===== src/sv/lrst_pkg.sv =====
// Shared types, constants and helpers for the light ramp schedule thermostat.
// No dependencies; imported by lrst_interp and light_ramp_schedule_thermostat.
`timescale 1ns / 1ps

package lrst_pkg;

  localparam int MAX_ENTRIES  = 16;
  localparam int HYST_STEPS   = 8;
  localparam int MIN_PER_HOUR = 60;
  localparam int MIN_PER_DAY  = 24 * 60;
  localparam int LEVEL_MAX    = 100;

  localparam int IDX_W   = (MAX_ENTRIES > 1) ? $clog2(MAX_ENTRIES) : 1;
  localparam int CNT_W   = $clog2(MAX_ENTRIES + 1);
  localparam int TIME_W  = 11;
  localparam int SPAN_W  = 13;
  localparam int PCT_W   = 7;
  localparam int PROD_W  = 22;
  localparam int QUOT_W  = 7;
  localparam int K_W     = $clog2(QUOT_W);
  localparam int TEMP_W  = 12;
  localparam int TEMPX_W = 14;
  localparam int CFG_W   = 12;

  localparam logic [1:0] FUNC_EVAL   = 2'd0;
  localparam logic [1:0] FUNC_BUTTON = 2'd1;
  localparam logic [1:0] FUNC_WRITE  = 2'd2;

  localparam logic [1:0] MODE_OFF  = 2'd0;
  localparam logic [1:0] MODE_AUTO = 2'd1;
  localparam logic [1:0] MODE_FULL = 2'd2;

  localparam logic CFG_ENTRY_COUNT   = 1'b0;
  localparam logic CFG_TEMP_SETPOINT = 1'b1;

  typedef struct packed {
    logic [1:0]               func;
    logic [4:0]               hour;
    logic [5:0]               minute;
    logic signed [TEMP_W-1:0] temperature;
    logic                     sensor_disconnected;
    logic [3:0]               entry_index;
    logic [4:0]               entry_hour;
    logic [5:0]               entry_minute;
    logic [6:0]               entry_percent;
  } item_t;

  typedef struct packed {
    logic [1:0] mode;
    logic [6:0] light_percent;
    logic       pump_on;
    logic       heater_on;
  } result_t;

  typedef struct packed {
    logic [4:0]       hour;
    logic [5:0]       minute;
    logic [PCT_W-1:0] percent;
  } sched_entry_t;

  typedef struct packed {
    logic [TIME_W-1:0] now;
    logic [TIME_W-1:0] t_prev;
    logic [PCT_W-1:0]  p_prev;
    logic [TIME_W-1:0] t_next;
    logic [PCT_W-1:0]  p_next;
  } interp_req_t;

  typedef enum logic [2:0] {
    ST_IDLE,
    ST_SCAN,
    ST_START,
    ST_INTERP,
    ST_DONE
  } ctrl_state_t;

  typedef enum logic [2:0] {
    IP_IDLE,
    IP_SPAN,
    IP_MUL,
    IP_SUM,
    IP_RANGE,
    IP_DIV,
    IP_FIN
  } ip_state_t;

  // minutes of day: 60*h = 64*h - 4*h
  function automatic logic [TIME_W-1:0] point_time(input logic [4:0] h,
                                                   input logic [5:0] m);
    logic [TIME_W-1:0] hx;
    hx = TIME_W'(h);
    return (hx << 6) - (hx << 2) + TIME_W'(m);
  endfunction

endpackage


===== src/sv/lrst_interp.sv =====
// Brightness interpolation between two schedule points: span, products,
// then a restoring divide one quotient bit per cycle. Uses lrst_pkg.
`timescale 1ns / 1ps

module lrst_interp (
  input  logic                      clk,
  input  logic                      rst,
  input  logic                      start,
  input  lrst_pkg::interp_req_t     req,
  output logic                      done,
  output logic [lrst_pkg::PCT_W-1:0] level
);
  import lrst_pkg::*;

  ip_state_t state, state_next;

  interp_req_t              req_r;
  logic signed [SPAN_W-1:0] num, den;
  logic signed [PROD_W-1:0] prod_a, prod_b, rem, den_x, trial;
  logic [K_W-1:0]           k;
  logic [QUOT_W-1:0]        q;

  logic signed [SPAN_W-1:0] now_s, tp_s, tn_s, day_s;
  logic signed [SPAN_W-1:0] num_next, den_next;
  logic signed [PCT_W:0]    pp_s, pn_s, diff_s;
  logic                     den_pos, rem_neg, rem_over, fit;
  logic                     done_next;
  logic [PCT_W-1:0]         level_next, pp_sat, q_sat;

  always_comb begin
    now_s = $signed({2'b00, req_r.now});
    tp_s  = $signed({2'b00, req_r.t_prev});
    tn_s  = $signed({2'b00, req_r.t_next});
    day_s = SPAN_W'(MIN_PER_DAY);
    if (req_r.t_next >= req_r.t_prev) begin
      den_next = tn_s - tp_s;
      num_next = now_s - tp_s;
    end else begin
      den_next = tn_s + day_s - tp_s;
      num_next = (req_r.now >= req_r.t_prev) ? now_s - tp_s : now_s + day_s - tp_s;
    end
    pp_s     = $signed({1'b0, req_r.p_prev});
    pn_s     = $signed({1'b0, req_r.p_next});
    diff_s   = pn_s - pp_s;
    den_x    = PROD_W'(den);
    trial    = den_x <<< k;
    den_pos  = den > 0;
    rem_neg  = rem < 0;
    rem_over = rem >= (den_x <<< QUOT_W);
    fit      = rem >= trial;
    pp_sat   = (req_r.p_prev > PCT_W'(LEVEL_MAX)) ? PCT_W'(LEVEL_MAX) : req_r.p_prev;
    q_sat    = (q > QUOT_W'(LEVEL_MAX)) ? PCT_W'(LEVEL_MAX) : PCT_W'(q);
  end

  always_ff @(posedge clk) begin
    if (rst) begin
      state <= IP_IDLE;
      done  <= 1'b0;
    end else begin
      state <= state_next;
      done  <= done_next;
    end
  end

  always_comb begin
    state_next = state;
    done_next  = 1'b0;
    level_next = level;
    case (state)
      IP_IDLE:  if (start) state_next = IP_SPAN;
      IP_SPAN:  state_next = IP_MUL;
      IP_MUL: begin
        if (den_pos) begin
          state_next = IP_SUM;
        end else begin
          state_next = IP_IDLE;
          done_next  = 1'b1;
          level_next = pp_sat;
        end
      end
      IP_SUM:   state_next = IP_RANGE;
      IP_RANGE: begin
        if (rem_neg || rem_over) begin
          state_next = IP_IDLE;
          done_next  = 1'b1;
          level_next = rem_neg ? '0 : PCT_W'(LEVEL_MAX);
        end else begin
          state_next = IP_DIV;
        end
      end
      IP_DIV:   if (k == '0) state_next = IP_FIN;
      IP_FIN: begin
        state_next = IP_IDLE;
        done_next  = 1'b1;
        level_next = q_sat;
      end
      default:  state_next = IP_IDLE;
    endcase
  end

  always_ff @(posedge clk) begin
    level <= level_next;
    case (state)
      IP_IDLE: if (start) req_r <= req;
      IP_SPAN: begin
        num <= num_next;
        den <= den_next;
      end
      IP_MUL: begin
        prod_a <= PROD_W'(pp_s) * PROD_W'(den);
        prod_b <= PROD_W'(diff_s) * PROD_W'(num);
      end
      IP_SUM:   rem <= prod_a + prod_b;
      IP_RANGE: begin
        k <= K_W'(QUOT_W - 1);
        q <= '0;
      end
      IP_DIV: begin
        if (fit) begin
          rem  <= rem - trial;
          q[k] <= 1'b1;
        end
        if (k != '0) k <= k - 1'b1;
      end
      default: ;
    endcase
  end

endmodule


===== src/sv/light_ramp_schedule_thermostat.sv =====
// Top level of the lamp, pump and heater controller: schedule memory, scan,
// mode and thermostat state, result register. Uses lrst_pkg and lrst_interp.
`timescale 1ns / 1ps

// Usage:
//   item channel (item_valid / item_stall / item): one command word per
//   transfer, func selects evaluate, mode button or schedule write.
//   result channel (result_valid / result_stall / result): exactly one word
//   per accepted item, in order.
//   cfg channel (cfg_valid / cfg_ready / cfg_index / cfg_data): index 0 is
//   entry_count, index 1 is temp_setpoint; cfg_ready is always high, write
//   only while no item is in flight.
// Timing: one item at a time. An evaluation in automatic mode scans the
//   schedule memory through its single read port, one entry per cycle, then
//   runs a 7-step restoring divide; the divide is skipped when the span is
//   not positive or the quotient saturates. Writes, unused commands and
//   evaluations in the off and full modes skip the scan and go straight to
//   the result register. The next item is accepted the cycle after the
//   result loads.
// Reset: mode off, heater off, brightness 0, entry_count 1, setpoint 400;
//   schedule memory is not cleared and no item is stalled for it.
// Stall: the result register holds its word while result_stall is high; a new
//   item is still accepted and worked on, and waits for the register to free.
module light_ramp_schedule_thermostat (
  input  logic                       clk,
  input  logic                       rst,
  input  logic                       item_valid,
  output logic                       item_stall,
  input  lrst_pkg::item_t            item,
  output logic                       result_valid,
  input  logic                       result_stall,
  output lrst_pkg::result_t          result,
  input  logic                       cfg_valid,
  output logic                       cfg_ready,
  input  logic                       cfg_index,
  input  logic [lrst_pkg::CFG_W-1:0] cfg_data
);
  import lrst_pkg::*;

  ctrl_state_t state, state_next;

  logic [4:0]                entry_count;
  logic signed [TEMP_W-1:0]  temp_setpoint;
  logic [1:0]                mode_reg;
  logic                      heater_state;
  logic [PCT_W-1:0]          last_brightness;

  sched_entry_t              mem [MAX_ENTRIES];
  sched_entry_t              rd_data;
  logic                      rd_vld;
  logic [IDX_W-1:0]          rd_idx;
  logic [CNT_W-1:0]          cnt, n_eff;
  logic [IDX_W-1:0]          last_idx;

  logic [TIME_W-1:0]         now_r, t_prev, t_next, first_t, last_t, rd_t;
  logic [PCT_W-1:0]          p_prev, p_next, first_p, last_p;
  logic                      have_prev, have_next;

  logic                      accept, is_eval, to_scan, issue, load_out;
  logic [1:0]                mode_new;
  logic [CNT_W-1:0]          n_clamp;
  logic signed [TEMPX_W-1:0] temp_x, sp_hi, sp_lo;
  logic                      mem_we;

  interp_req_t               ip_req;
  logic                      ip_start, ip_done;
  logic [PCT_W-1:0]          ip_level;

  assign cfg_ready = 1'b1;

  always_comb begin
    accept   = (state == ST_IDLE) && item_valid;
    is_eval  = (item.func == FUNC_EVAL) || (item.func == FUNC_BUTTON);
    case (mode_reg)
      MODE_OFF:  mode_new = (item.func == FUNC_BUTTON) ? MODE_AUTO : mode_reg;
      MODE_AUTO: mode_new = (item.func == FUNC_BUTTON) ? MODE_FULL : mode_reg;
      default:   mode_new = (item.func == FUNC_BUTTON) ? MODE_OFF  : mode_reg;
    endcase
    to_scan  = is_eval && (mode_new == MODE_AUTO);
    mem_we   = accept && (item.func == FUNC_WRITE) && (32'(item.entry_index) < MAX_ENTRIES);
    if (entry_count == '0)
      n_clamp = CNT_W'(1);
    else if (32'(entry_count) > MAX_ENTRIES)
      n_clamp = CNT_W'(MAX_ENTRIES);
    else
      n_clamp = CNT_W'(entry_count);
    temp_x   = TEMPX_W'(item.temperature);
    sp_hi    = TEMPX_W'(temp_setpoint) + TEMPX_W'(HYST_STEPS);
    sp_lo    = TEMPX_W'(temp_setpoint) - TEMPX_W'(HYST_STEPS);
    last_idx = IDX_W'(n_eff - 1'b1);
    issue    = (state == ST_SCAN) && (cnt < n_eff);
    rd_t     = point_time(rd_data.hour, rd_data.minute);
    load_out = (state == ST_DONE) && (!result_valid || !result_stall);
    ip_start = (state == ST_START);
    ip_req.now    = now_r;
    ip_req.t_prev = have_prev ? t_prev : last_t;
    ip_req.p_prev = have_prev ? p_prev : last_p;
    ip_req.t_next = have_next ? t_next : first_t;
    ip_req.p_next = have_next ? p_next : first_p;
  end

  always_ff @(posedge clk) begin
    if (rst) state <= ST_IDLE;
    else     state <= state_next;
  end

  always_comb begin
    state_next = state;
    item_stall = (state != ST_IDLE);
    case (state)
      ST_IDLE:   if (item_valid) state_next = to_scan ? ST_SCAN : ST_DONE;
      ST_SCAN:   if (rd_vld && (rd_idx == last_idx)) state_next = ST_START;
      ST_START:  state_next = ST_INTERP;
      ST_INTERP: if (ip_done) state_next = ST_DONE;
      ST_DONE:   if (load_out) state_next = ST_IDLE;
      default:   state_next = ST_IDLE;
    endcase
  end

  // configuration and architectural state
  always_ff @(posedge clk) begin
    if (rst) begin
      entry_count     <= 5'd1;
      temp_setpoint   <= TEMP_W'(400);
      mode_reg        <= MODE_OFF;
      heater_state    <= 1'b0;
      last_brightness <= '0;
    end else begin
      if (cfg_valid && cfg_ready) begin
        case (cfg_index)
          CFG_ENTRY_COUNT:   entry_count   <= cfg_data[4:0];
          CFG_TEMP_SETPOINT: temp_setpoint <= $signed(cfg_data[TEMP_W-1:0]);
          default: ;
        endcase
      end
      if (accept && is_eval) begin
        mode_reg <= mode_new;
        if (mode_new == MODE_AUTO) begin
          if ((temp_x > sp_hi) || item.sensor_disconnected)
            heater_state <= 1'b0;
          else if (temp_x < sp_lo)
            heater_state <= 1'b1;
        end else begin
          heater_state    <= 1'b0;
          last_brightness <= (mode_new == MODE_FULL) ? PCT_W'(LEVEL_MAX) : '0;
        end
      end
      if ((state == ST_INTERP) && ip_done) last_brightness <= ip_level;
    end
  end

  // schedule memory, one write and one registered read port
  always_ff @(posedge clk) begin
    if (mem_we) begin
      mem[IDX_W'(item.entry_index)] <= '{hour: item.entry_hour,
                                         minute: item.entry_minute,
                                         percent: item.entry_percent};
    end
    rd_data <= mem[cnt[IDX_W-1:0]];
    rd_idx  <= cnt[IDX_W-1:0];
  end

  always_ff @(posedge clk) begin
    if (rst) rd_vld <= 1'b0;
    else     rd_vld <= issue;
  end

  // scan: last point at or before now, first point after now
  always_ff @(posedge clk) begin
    if (accept) begin
      now_r     <= point_time(item.hour, item.minute);
      n_eff     <= n_clamp;
      cnt       <= '0;
      have_prev <= 1'b0;
      have_next <= 1'b0;
    end else begin
      if (issue) cnt <= cnt + 1'b1;
      if (rd_vld) begin
        if (now_r >= rd_t) begin
          have_prev <= 1'b1;
          t_prev    <= rd_t;
          p_prev    <= rd_data.percent;
        end
        if (!have_next && (now_r < rd_t)) begin
          have_next <= 1'b1;
          t_next    <= rd_t;
          p_next    <= rd_data.percent;
        end
        if (rd_idx == '0) begin
          first_t <= rd_t;
          first_p <= rd_data.percent;
        end
        if (rd_idx == last_idx) begin
          last_t <= rd_t;
          last_p <= rd_data.percent;
        end
      end
    end
  end

  lrst_interp u_interp (
    .clk   (clk),
    .rst   (rst),
    .start (ip_start),
    .req   (ip_req),
    .done  (ip_done),
    .level (ip_level)
  );

  always_ff @(posedge clk) begin
    if (rst) begin
      result_valid <= 1'b0;
    end else if (load_out) begin
      result_valid <= 1'b1;
    end else if (!result_stall) begin
      result_valid <= 1'b0;
    end
  end

  always_ff @(posedge clk) begin
    if (load_out) begin
      result.mode          <= mode_reg;
      result.light_percent <= last_brightness;
      result.pump_on       <= (mode_reg == MODE_AUTO);
      result.heater_on     <= heater_state;
    end
  end

`ifndef SYNTHESIS
  a_accept_busy: assert property (@(posedge clk) disable iff (rst)
    (item_valid && !item_stall) |=> (state != ST_IDLE))
    else $error("item accepted but controller stayed idle");

  a_heater_auto: assert property (@(posedge clk) disable iff (rst)
    heater_state |-> (mode_reg == MODE_AUTO))
    else $error("heater on outside automatic mode");

  a_level_max: assert property (@(posedge clk) disable iff (rst)
    last_brightness <= PCT_W'(LEVEL_MAX))
    else $error("brightness above full scale");

  a_read_in_scan: assert property (@(posedge clk) disable iff (rst)
    rd_vld |-> (state == ST_SCAN))
    else $error("schedule read returned outside scan");

  a_done_in_interp: assert property (@(posedge clk) disable iff (rst)
    ip_done |-> (state == ST_INTERP))
    else $error("interpolator finished while not awaited");
`endif

endmodule

===== config.mk =====
export PLATFORM = sky130hd
export DESIGN_NAME = light_ramp_schedule_thermostat
export DESIGN_NICKNAME = d
export VERILOG_FILES = /design/src/sv/lrst_pkg.sv /design/src/sv/lrst_interp.sv /design/src/sv/light_ramp_schedule_thermostat.sv
export SDC_FILE = /design/constraint.sdc
export NUM_CORES = 1
export LEC_CHECK = 0
export BUFFER_PORTS_ARGS = -buffer_cell sky130_fd_sc_hd__buf_2
export CAP_MARGIN = 30
export CELL_PAD_IN_SITES_DETAIL_PLACEMENT = 1
export CELL_PAD_IN_SITES_GLOBAL_PLACEMENT = 1
export CORE_MARGIN = 4
export CORE_UTILIZATION = 53
export CTS_CLUSTER_DIAMETER = 40
export DETAILED_ROUTE_END_ITERATION = 12
export PLACE_DENSITY = 0.85
export SLEW_MARGIN = 20
export SYNTH_ARGS = -nofsm -noshare
export SYNTH_HDL_FRONTEND = slang
export SYNTH_SLANG_ARGS = --single-unit

===== constraint.sdc =====
create_clock -name clk -period 8 [get_ports clk]
set_input_delay 0.4 -clock clk [delete_from_list [all_inputs] [get_ports clk]]
set_output_delay 0.4 -clock clk [all_outputs]
set_load 0.02 [all_outputs]

After elaboration in Yosys (flattened, before gate mapping):

Memories as Yosys holds them, arrays and structs flattened. A register that Yosys moved wholly into a read port is not among the register bits.
Cells that the tools add are included.
W data, S select, Z words.

* flip-flop bits (word level): 302
* bits in writable memories: 288
* bits of input ports: 66
* output and inout bits: 14
* word-level logic and storage cells: 211
* memories kept: 1

Memory list
* mem: words 16, width 18, rd ports 1, clocked after memory_dff 1, wr ports 1, line light_ramp_schedule_thermostat.sv:48 `sched_entry_t mem [MAX_ENTRIES];`

* $add $sub $neg: 18
* multipliers: 2
* magnitude comparators: 16
* equal/unequal tests: 29
* shift operators: 1
* muxes and demuxes: 51
* bitwise logic cells: 3
* reductions and logical operators: 48

Operators by type and width (number)
* $mux W7: 12
* $pmux W22 S2: 1
* $mul A8 B13 Y21: 2
* $mux W13: 3
* $ge A11 B11 Y1: 3
* $mux W3: 9
* $sub A13 B12 Y13: 2
* $add A11 B11 Y12 const B: 2
* $sub A11 B11 Y12: 2
* $add A11 B6 Y11: 2
* $add A22 B22 Y22: 1
* $ge A22 B20 Y1: 1
* $ge A22 B22 Y1: 1
* $lt A22 B1 Y1 const B: 1
* $mux W11: 2
* $mux W22: 1
* $reduce_and A2 Y1: 11
* $sshl A13 B3 Y22: 1
* $sub A11 B7 Y11: 2
* $sub A22 B22 Y22: 1
* $pmux W7 S3: 1
* $pmux W3 S6: 1
* $ne A2 B1 Y1 const B: 8
* $pmux W3 S5: 1
* other kinds (45): 97

Depth between registers and ports, before layout:

* word-level depth: 8
* mapped depth: 27
* depth with buffers taken out: 26

Cells and area by module:

From an unflattened synthesis, not the netlist that was laid out.

* cells, all modules: 2857
* area, all modules: 35908.2 µm²

Modules (own cells, without submodules)
* light_ramp_schedule_thermostat: times used 1, cells an instance 1027, area an instance 18148.7 µm², sequential area each 12842.3 µm²
* lrst_interp: times used 1, cells an instance 1830, area an instance 17759.5 µm², sequential area each 4704.5 µm²

Worst setup path before layout:

Ideal clock, no wire load.

* path kind: register to register
* from: register u_interp.req_r, in the netlist u_interp.pp_s[2]
* to: register u_interp.prod_b[19], data pin
* library setup time: 263 ps
* arrival: 5938 ps
* path slack: 1799 ps
* stages on the path, launching flop included: 27
* path buffers: 2
* cells stage by stage: edfxtp_1 inv_1 clkbuf_1 ha_1 inv_1 o21ai_0 a21oi_1 o21ai_0 a21oi_1 xnor2_1 clkbuf_1 nand2_1 fa_1 fa_1 inv_1 fa_1 inv_1 fa_1 inv_1 ha_1 inv_1 o21ai_1 a2111oi_0 nor2_1 a21o_1 o41ai_2 xnor2_1

* cells in the longest elaborated chain, start to end: 2

RTL lines
* from (decl): line lrst_interp.sv:17 `interp_req_t req_r;`
* from (signal assigned): line lrst_interp.sv:104 `IP_IDLE: if (start) req_r <= req;`
* $sub A7 B7 Y8: line lrst_interp.sv:44 `diff_s = pn_s - pp_s;`
* $mul A8 B13 Y21: line lrst_interp.sv:111 `prod_b <= PROD_W'(diff_s) * PROD_W'(num);`
* to (signal assigned): line lrst_interp.sv:111
* to (decl): line lrst_interp.sv:19 `logic signed [PROD_W-1:0] prod_a, prod_b, rem, den_x, trial;`

No other way between the ends.
A chain may end at the register's enable or synchronous reset.

Worst setup path in the final report:

* from: register u_interp.req_r, in the netlist u_interp.pp_s[1]
* to: register u_interp.prod_b[19], data pin

The elaborated chain is that of the path after synthesis.

==> flow_metrics.env <==
export IMPL_outcome="finished clean"
export IMPL_coreArea_mm2=0.0660
export IMPL_hold_viol=0
export IMPL_syn_inst=2825
export IMPL_reg_top3="mem x288, u_interp.rem x22, u_interp.req_r x22"
export IMPL_cts_max_level=3
export IMPL_post_cts_buffers=0
export IMPL_overflow=0
export IMPL_first_iter_violations=2217
export IMPL_top_register="mem"
export IMPL_routed_wl_mm=109
export IMPL_min_period_over_period_pct=93.1
export IMPL_synth_top_family_by_area="adder cells"
export IMPL_synth_adder_area_share_pct=17.4
export IMPL_ys_types=76
export IMPL_synthXorXnorAreaFrac_pct=3.46
export IMPL_leakagePower_uw=0.0158
export IMPL_grt_busiest_layer="met2"
export IMPL_clock_sinks=606
export IMPL_rows=94
export IMPL_num_vias=24400
export IMPL_viasPerCell=6.23
export IMPL_synth_compound_area_share_pct=7.59
export IMPL_critPathMostFrequentCell="inv_1"
export IMPL_fin_nets=3432
export IMPL_synth_edff_count=541
export IMPL_clock_skew_ns=0.0687
export IMPL_die_h_um=267
export IMPL_cts_buffers=92
export IMPL_ys_flop_type="edfxtp_1"
export IMPL_p_total_uw=8250
export IMPL_dieArea_mm2=0.0711
export IMPL_drive_gt1_share_pct=14.6
export IMPL_cts_root_buf="clkbuf_16"
export IMPL_io_buffers=78
export IMPL_synth_most_common_cell="edfxtp_1"
export IMPL_grt_usage_pct=31.0
export IMPL_powerDensity_mw_per_mm2=204
export IMPL_slew_headroom_pct=35.0
export IMPL_post_drt_wl_per_cell_um=28.0
export IMPL_first_pass_iters=5
export IMPL_synth_top_area_share_pct=45.8
export IMPL_reg2reg_from="u_interp.pp_s[1]$_DFFE_PP_"
export IMPL_syn_to_final_growth_pct=14.1
export IMPL_critical_path_slowest_cell="edfxtp_1"
export IMPL_ys_top_cells_by_count="edfxtp_1, inv_1, ha_1"
export IMPL_synthMuxAreaShare_pct=8.20
export IMPL_ios=80
export IMPL_worstPathArrival_ns=7.79
export IMPL_hold_class="input port to register"
export IMPL_yosys_area_share_simple_pct=9.45
export IMPL_cts_tree="yes"
export IMPL_clk_latency_ns=0.67
export IMPL_antenna_found_initial=8
export IMPL_cp_required_ns=8.34
export IMPL_avgSynthCellArea_um2=12.5
export IMPL_dp_hpwl_mm=69.0
export IMPL_synth_async_reset_ratio_pct=0
export IMPL_whs_ns=0.0158
export IMPL_cp_end_kind="register"
export IMPL_critPathKind="register to register"
export IMPL_grt_pass1_vias=27700
export IMPL_ys_seq_area_share_pct=49.5
export IMPL_synth_area_mm2=0.0354
export IMPL_crit_start="u_interp.pp_s[1]$_DFFE_PP_"
export IMPL_die_x_um=267
export IMPL_hp_start="cfg_data[1]"
export IMPL_maxCapViolations=0
export IMPL_final_area_mm2=0.0404
export IMPL_synth_area_leader_cell="edfxtp_1"
export IMPL_start_util_pct=53.7
export IMPL_drc=0
export IMPL_synth_fp_nets=3287
export IMPL_drv_slew=0
export IMPL_fin_crit_ns=7.45
export IMPL_setup_viol=0
export IMPL_fmax_mhz=134
export IMPL_grt_util_met2_pct=55.7
export IMPL_clockBufferDepth=3
export IMPL_max_stage_delay_ns=0.66
export IMPL_synth_seq_cells=606
export IMPL_largest_reg_flops=288
export IMPL_grt_pass1_wl_mm=167
export IMPL_fin_setup_tns_ns=0
export IMPL_routabilityCongestion=0.891
export IMPL_tightest_slew_ns=0.974
export IMPL_grt_use_met1_pct=35.0
export IMPL_place_area_mm2=0.0369
export IMPL_rsz0062_at_grt="false"
export IMPL_start_kind="register"
export IMPL_ant_nets=0
export IMPL_clk_pin_slew_ns=0.06
export IMPL_grt_use_met3_pct=5.13
export IMPL_grt_max_degree=69
export IMPL_synthTopCellsByArea="edfxtp_1, fa_1, ha_1"
export IMPL_yosysWarnings=0
export IMPL_cp_max_fo=14
export IMPL_peakVddDrop_mv=0.232
-- logic make-up after synthesis --
family,Yosys count
simple gates,699
flops,606
buf+inv,410
compound gates,406
fa+ha+maj,396
mux,167
xor+xnor,140
other cells,1
-- cell type report --
class | instances | area (um2)
antenna | 7 | 17.5
clock buffer | 112 | 2480
clock inverter | 57 | 778
fill | 6367 | 25600
inverter | 333 | 1250
multi-input combinational | 1809 | 16400
sequential | 606 | 17600
tap | 864 | 1080
timing repair buffer | 128 | 845
-- routing by layer --
layer  routed length [um]  vias up
met1                39100    12500
li1                     -    10400
met2                57300     1125
met3                 6140      421
met4                 6930        4
met5                   20        -
-- report_power, final --
| group | total, uW | internal, uW | switching, uW |
|---|---|---|---|
| combinational | 476 | 199 | 277 |
| sequential | 3550 | 3500 | 52.4 |
| clock | 4220 | 2600 | 1620 |
| total | 8250 | 6300 | 1950 |
-- what timing repair did --
item / in CTS / in global routing
setup endpoints to repair: 0 / 1
hold endpoints to repair: 9 / 0
resized for setup: 0 / 1
hold buffers: 8 / 0
-- worst max-delay path, delay by kind of cell (launching register included) --
family / cells / cell delay, ns
buffers and inverters: 5 / 0.44
flip-flops: 1 / 0.66
adder cells (fa/ha/maj): 6 / 2.78
AND/OR/NAND/NOR: 4 / 1.08
AO/OA/AOI/OAI: 9 / 2.06
XOR/XNOR: 1 / 0.13
-- cells in the final DEF, fill, tap and decap left out, types with 83 or more instances in the layout --
cell type | netlist | layout
nor2_1 | 227 | 214
edfxtp_1 | 541 | 541
a21oi_1 | 120 | 119
ha_1 | 235 | 235
nand2_1 | 154 | 154
inv_1 | 330 | 330
xnor2_1 | 98 | 98
and2_1 | 83 | 83
mux4_2 | 95 | 95
fa_1 | 161 | 161
clkbuf_16 | 0 | 93
-- stage by stage --
stage	utilization [%]	std cells	setup slack, ns
floorplan	-	2825	1.80
detailed placement	56.0	3725	0.584
finish	61.3	3916	0.549
global placement	56.0	3725	0.995
global route	61.2	3913	0.0342
CTS	61.0	3902	0.354
-- worst paths after layout --
check | endpoint | slack [ns] | cells past startpoint
max | u_interp.prod_b[19]$_DFFE_PN_ | 0.55 | 25
min | temp_setpoint[1]$_SDFFE_PP0P_ | 0.02 | 3
max reg2reg | u_interp.prod_b[19]$_DFFE_PN_ | 0.55 | 25
min reg2reg | result[0]$_DFFE_PP_ | 0.44 | 0
Power figures use the tool's default switching activity.
